### src/rtl/gft_pkg.sv
package gft_pkg;

    localparam int SIGNAL_DEPTH = 4096;
    localparam int WINDOW_DEPTH = 256;
    localparam int MAX_CHANNELS = 64;
    localparam int SAMPLE_WIDTH = 16;

    localparam int SIG_AW = $clog2(SIGNAL_DEPTH);
    localparam int WIN_AW = $clog2(WINDOW_DEPTH);
    localparam int CH_AW  = $clog2(MAX_CHANNELS);

    localparam int OP_W       = 2;
    localparam int IDX_W      = 12;
    localparam int VAL_W      = 16;
    localparam int COEF_W     = 40;
    localparam int FOLD_W     = 40;
    localparam int HOP_W      = 13;
    localparam int CHN_W      = 7;
    localparam int GL_W       = 9;
    localparam int LEN_W      = 13;
    localparam int CFG_IDX_W  = 3;
    localparam int CFG_DATA_W = 13;
    localparam int TW_W       = 17;

    // quarter-wave sine polynomial, unsigned Q30
    localparam logic [30:0] SIN_C1 = 31'd1686629713;
    localparam logic [30:0] SIN_C3 = 31'd693598668;
    localparam logic [30:0] SIN_C5 = 31'd85569306;
    localparam logic [30:0] SIN_C7 = 31'd5026995;
    localparam logic [30:0] SIN_C9 = 31'd172272;

    typedef enum logic [OP_W-1:0] {
        OP_TAP    = 2'd0,
        OP_SAMPLE = 2'd1,
        OP_FRAME  = 2'd2,
        OP_NONE   = 2'd3
    } t_op;

    typedef enum logic [CFG_IDX_W-1:0] {
        CFG_HOP        = 3'd0,
        CFG_CHANNELS   = 3'd1,
        CFG_WINDOW_LEN = 3'd2,
        CFG_SIGNAL_LEN = 3'd3,
        CFG_PHASE_MODE = 3'd4
    } t_cfg_idx;

    typedef enum logic [3:0] {
        S_IDLE, S_DIV, S_EVAL, S_ERR, S_SETUP, S_TWGO, S_TWWAIT,
        S_CLR, S_TAPA, S_TAPB, S_TAPC, S_DFT, S_DRAIN, S_EMIT
    } t_state;

    typedef enum logic [1:0] {
        DIV_LEN, DIV_BASE, DIV_GLH
    } t_div_job;

    typedef enum logic [1:0] {
        TW_IDLE, TW_DIV, TW_SIN
    } t_tw_state;

    typedef struct packed {
        logic signed [TW_W-1:0] sin_v;
        logic signed [TW_W-1:0] cos_v;
    } t_twiddle;

endpackage

### src/rtl/gft_twiddle.sv
module gft_twiddle import gft_pkg::*; (
    input  logic             i_clk,
    input  logic             i_rst_n,
    input  logic             i_start,
    input  logic [CHN_W-1:0] i_channels,
    output logic             o_busy,
    input  logic [CH_AW-1:0] i_rd_addr,
    output t_twiddle         o_rd_data
);

    t_tw_state   r_state, n_state;
    logic [CHN_W-1:0] r_j, n_j;
    logic [5:0]  r_cnt, n_cnt;
    logic [37:0] r_num, n_num;
    logic [CHN_W-1:0] r_rem, n_rem;
    logic [31:0] r_u, n_u;
    logic        r_second, n_second;
    logic [2:0]  r_step, n_step;
    logic [30:0] r_x, n_x;
    logic [30:0] r_x2, n_x2;
    logic        r_neg, n_neg;
    logic [61:0] r_prod, n_prod;
    logic signed [TW_W-1:0] r_sin, n_sin;

    t_twiddle    r_mem [MAX_CHANNELS];
    t_twiddle    r_rd_q;
    logic        w_we;
    t_twiddle    w_wdata;

    logic [CHN_W:0]  rem_sh;
    logic            ge;
    logic [30:0]     opa, opb;
    logic [31:0]     hi;
    logic [31:0]     ang;
    logic [32:0]     s_rnd;
    logic [TW_W-1:0] s_cap;
    logic signed [TW_W-1:0] s_val;

    function automatic logic [30:0] fold_x(input logic [31:0] a);
        if (a[30]) begin
            return 31'h4000_0000 - {1'b0, a[29:0]};
        end
        return {1'b0, a[29:0]};
    endfunction

    assign o_busy    = (r_state != TW_IDLE);
    assign o_rd_data = r_rd_q;

    always_comb begin
        n_state  = r_state;
        n_j      = r_j;
        n_cnt    = r_cnt;
        n_num    = r_num;
        n_rem    = r_rem;
        n_u      = r_u;
        n_second = r_second;
        n_step   = r_step;
        n_x      = r_x;
        n_x2     = r_x2;
        n_neg    = r_neg;
        n_prod   = r_prod;
        n_sin    = r_sin;
        w_we     = 1'b0;
        hi       = r_prod[61:30];
        opa      = r_x;
        opb      = r_x;
        ang      = r_u + 32'h4000_0000;
        s_rnd    = ({1'b0, hi} + 33'd16384) >> 15;
        s_cap    = (s_rnd > 33'd32768) ? TW_W'(32768) : s_rnd[TW_W-1:0];
        s_val    = r_neg ? -$signed(s_cap) : $signed(s_cap);
        w_wdata  = '{sin_v: r_sin, cos_v: s_val};
        rem_sh   = {r_rem, r_num[37]};
        ge       = (rem_sh >= {1'b0, i_channels});

        case (r_state)
            TW_IDLE: begin
                if (i_start) begin
                    n_j     = '0;
                    n_num   = '0;
                    n_rem   = '0;
                    n_cnt   = '0;
                    n_state = TW_DIV;
                end
            end
            TW_DIV: begin
                // shift quotient bits in from the bottom of the dividend
                n_rem = ge ? CHN_W'(rem_sh - {1'b0, i_channels}) : CHN_W'(rem_sh);
                n_num = {r_num[36:0], ge};
                n_cnt = r_cnt + 6'd1;
                if (r_cnt == 6'd37) begin
                    n_u      = n_num[31:0];
                    n_second = 1'b0;
                    n_x      = fold_x(n_num[31:0]);
                    n_neg    = n_num[31];
                    n_step   = '0;
                    n_state  = TW_SIN;
                end
            end
            TW_SIN: begin
                case (r_step)
                    3'd0: begin
                        opa = r_x;
                        opb = r_x;
                    end
                    3'd1: begin
                        opa  = hi[30:0];
                        opb  = SIN_C9;
                        n_x2 = hi[30:0];
                    end
                    3'd2: begin
                        opa = r_x2;
                        opb = 31'({1'b0, SIN_C7} - hi);
                    end
                    3'd3: begin
                        opa = r_x2;
                        opb = 31'({1'b0, SIN_C5} - hi);
                    end
                    3'd4: begin
                        opa = r_x2;
                        opb = 31'({1'b0, SIN_C3} - hi);
                    end
                    3'd5: begin
                        opa = r_x;
                        opb = 31'({1'b0, SIN_C1} - hi);
                    end
                    default: begin
                        opa = r_x;
                        opb = r_x;
                    end
                endcase
                n_prod = opa * opb;
                n_step = r_step + 3'd1;
                if (r_step == 3'd6) begin
                    if (!r_second) begin
                        // run again a quarter turn later for the cosine
                        n_sin    = s_val;
                        n_second = 1'b1;
                        n_x      = fold_x(ang);
                        n_neg    = ang[31];
                        n_step   = '0;
                    end else begin
                        w_we = 1'b1;
                        n_j  = r_j + CHN_W'(1);
                        if (r_j == i_channels - CHN_W'(1)) begin
                            n_state = TW_IDLE;
                        end else begin
                            n_num   = {n_j[CH_AW-1:0], 32'h0};
                            n_rem   = '0;
                            n_cnt   = '0;
                            n_state = TW_DIV;
                        end
                    end
                end
            end
            default: n_state = TW_IDLE;
        endcase
    end

    always_ff @(posedge i_clk) begin
        if (!i_rst_n) begin
            r_state <= TW_IDLE;
        end else begin
            r_state <= n_state;
        end
        r_j      <= n_j;
        r_cnt    <= n_cnt;
        r_num    <= n_num;
        r_rem    <= n_rem;
        r_u      <= n_u;
        r_second <= n_second;
        r_step   <= n_step;
        r_x      <= n_x;
        r_x2     <= n_x2;
        r_neg    <= n_neg;
        r_prod   <= n_prod;
        r_sin    <= n_sin;
    end

    always_ff @(posedge i_clk) begin
        if (w_we) begin
            r_mem[r_j[CH_AW-1:0]] <= w_wdata;
        end
        r_rd_q <= r_mem[i_rd_addr];
    end

endmodule
### config.mk
export PLATFORM = sky130hd
export DESIGN_NAME = gft_twiddle
export DESIGN_NICKNAME = d
export VERILOG_FILES = /design/src/rtl/gft_pkg.sv /design/src/rtl/gft_twiddle.sv
export SDC_FILE = /design/constraint.sdc
export NUM_CORES = 2
export LEC_CHECK = 0
export BUFFER_PORTS_ARGS = -buffer_cell sky130_fd_sc_hd__buf_4
export CAP_MARGIN = 0
export CORE_MARGIN = 4
export CORE_UTILIZATION = 35
export CTS_BUF_LIST = sky130_fd_sc_hd__clkbuf_8
export CTS_CLUSTER_SIZE = 16
export DETAILED_ROUTE_END_ITERATION = 10
export PLACE_DENSITY_LB_ADDON = 0.1
export REMOVE_ABC_BUFFERS = 1
export SLEW_MARGIN = 20
export SYNTH_ARGS = -nofsm -noshare
export SYNTH_HDL_FRONTEND = slang
export SYNTH_SLANG_ARGS = --single-unit
### constraint.sdc
create_clock -name i_clk -period 13.8 [get_ports i_clk]
set_clock_uncertainty 0.1 [all_clocks]
set_input_delay 1.38 -clock i_clk [delete_from_list [all_inputs] [get_ports i_clk]]
set_output_delay 1.38 -clock i_clk [all_outputs]
set_load 0.05 [all_outputs]
==> summary.md <==
| Metric | Value |
|---|---|
| Status | finished clean |
| IO Pins | 51 |
| Top-area cell type share of the netlist area | 56.01% |
| Die H | 612.1 µm |
| FF-to-FF Start | r_step[0] |
| Worst Setup EP | r_prod[61] |
| I/O Buffers | 50 |
| Dpl cells | 12860 |
| FF-to-FF End | r_prod[61] |
| Area contributors post-synth | edfxtp_1 56%, fa_1 13%, mux4_2 13% |
| RSZ-0062 raised after global routing | false |
| Most common cell in the netlist | edfxtp_1 |
| Crit path capture type | register |
| Max Transition Viols Final | 0 |
| Final Net Count | 9621 |
| Synth Warn # | 0 |
| Die Wd | 612.1 µm |
| Crit path arrival time | 12980 ps |
| Worst Setup Path Type | reg -> reg |
| Average wire per standard cell | 31.05 µm |
| Synthesized area | 127700 µm² |
| Async S/R FF share, synth | 0% |
| Crit path launch type | register |
| Worst-Margin Slew | 1228 ps |
| CTS tree | done |
| #FFs+latches synth | 2418 |
| CP peak stage delay | 880 ps |
| CP most frequent cell | fa_1 |
| FP Rows | 221 |
| Synth area leader | edfxtp_1 |
| Post_cts resized | 0 |
| Layout area overhead | 11.74% |
| Syn Area/Cell | 15.55 µm² |
| Worst path slowest cell | nor2_2 |
| H-tree depth | 5 |
| CTS buffer count | 399 |
| Detailed Route Iter0 Violations | 6295 |
| Vias in the first global route | 78740 |
| Ys flop type | edfxtp_1 |
| Hold-fix buffers at CTS | 0 |
| FF-to-FF setup slack | 1380 ps |
| Fill cell count | 33800 |
| Req. time, crit path | 14350 ps |
| Initial core utilization | 35.20% |
| Residual DRC | 0 |
| Hold_ws | 383.5 ps |
| FMAX | 80.49 MHz |
| DR vias | 73700 |
| Remaining global-route overflow | 0 |
| Die Area | 374600 µm² |
| CTS Root Cell | clkbuf_8 |
| GRT Total Usage | 22.45% |
| Gate Count Post-Synth | 8213 |
| Final period utilization | 90.03% |
| Dpl ws | 1556 ps |
| Post-CTS setup buffer count | 0 |
| Core area | 362800 µm² |
| Setup TNS | 0 ps |
| Stages on worst setup path | 36 |
| Worst-path fanout max | 15 |
| Post-synth top cells | 2382 x edfxtp_1, 914 x inv_1, 838 x fa_1 |
| Dpl hpwl | 265200 µm |
| EDFF count, synth | 2382 |
| Routed Wire Length | 421400 µm |
| Min cycle time layout | 12420 ps |
| Setup Viol. Count Final | 0 |
| Clk sink count | 2418 |
| Initial antenna violation count | 5 |
| Max-cap violation count | 0 |
| Post-route setup slack | 1376 ps |
| Final hold viol count | 0 |
| Share of layout cells above drive strength 1 | 19.14% |
| HP Class | reg -> reg |
| FF-to-FF path depth | 36 |
| CP bufs+invs | 6 |
| CP startpoint | r_step[0] |
| Top Family by Delay on Critical Path | adder cells |
| Unique masters post-synth | 85 |
| Routed Antenna Nets | 0 |
| Via density | 5.431 |
| Fin cells | 13570 |
| Buffer levels on the longest clock path | 4 |
| Clock latency on the worst-skew pair | 1000 ps |
| Largest net degree at the start of global routing | 125 |
| First-pass GRT wire length | 600100 µm |
| Slew HR | 18.16% |
| Gpl congestion | 0.8999 |
| TritonRoute pass-1 iters | 6 |
| Reg clk slew, reported paths | 60 ps |
| Register area share after synthesis | 56.57% |
==> sequential cells by signal, summed over array words and instances (netlist names), 17 cells and up <==
name       flops
r_sin         17
r_x           31
r_u           32
r_mem       2176
r_x2          31
r_num         38
r_prod        32
o_rd_data     34
==> area by class of cell <==
type | count | area, µm² | share of cell area (%)
repair buffers | 324 | 2587 | 1.813
multi-input cells | 4410 | 51240 | 35.91
inverters | 917 | 3442 | 2.412
clock inverters | 283 | 1366 | 0.9575
clock buffers | 422 | 5808 | 4.070
well taps | 4794 | 5998 | 4.203
flip-flops and latches | 2418 | 72250 | 50.63
diodes | 2 | 5.005 | 0.003507
==> metrics by stage <==
stage | utilization (%) | area [µm²]
2_1_floorplan | - | 125900
3_3_place_gp | 37.34 | 135500
3_5_place_dp | 37.34 | 135500
4_1_cts | 39.32 | 142600
5_1_grt | 39.33 | 142700
6_report | 39.33 | 142700
==> placed cells by master, fill, tap and decap left out, types with 49 or more instances in the layout <==
| master | n |
|---|---|
| nor2_1 | 479 |
| a21oi_1 | 135 |
| nand2_1 | 734 |
| and3_1 | 49 |
| inv_1 | 1062 |
| nand3_1 | 74 |
| mux4_2 | 710 |
| and2_1 | 65 |
| xnor2_1 | 101 |
| nor3_1 | 52 |
| a21o_1 | 61 |
| clkinv_1 | 92 |
| ha_1 | 296 |
| xor2_1 | 60 |
| buf_4 | 309 |
| nand2b_1 | 55 |
| o21ai_0 | 117 |
| edfxtp_1 | 2382 |
| nor2_4 | 70 |
| clkbuf_8 | 422 |
| fa_1 | 838 |
==> worst min path at each step <==
stage,from,end,cells past startpoint
2_1_floorplan,r_num[30],r_u[31],0
3_3_place_gp,r_num[30],r_u[31],0
3_5_place_dp,r_num[30],r_u[31],0
4_1_cts,r_num[30],r_u[31],0
5_1_grt,r_num[30],r_u[31],0
6_report,r_num[30],r_u[31],0
==> cell families after synthesis <==
family | count (synthesis) | share of synthesized area [%]
and+or+nand+nor | 1730 | 5.916
DFF | 2418 | 56.57
adders and majority gates | 1135 | 16.05
buffers and inverters | 1385 | 4.076
muxes | 733 | 12.71
xor gates and xnor gates | 164 | 1.125
AOI/OAI and AO/OA | 648 | 3.554
==> routing by layer <==
metal | vias to the layer above | global-route usage [%] | wire (µm)
met2 | 2258 | 40.40 | 220300
met4 | 0 | 5.395 | 10670
li1 | 30490 | - | -
met3 | 623 | 2.743 | 19310
met1 | 40330 | 28.79 | 171100
met5 | - | 0 | 0
Power is left out: the tool's default activity adds up to more than one toggle a clock period on the data nets, which glitch-free logic cannot reach.
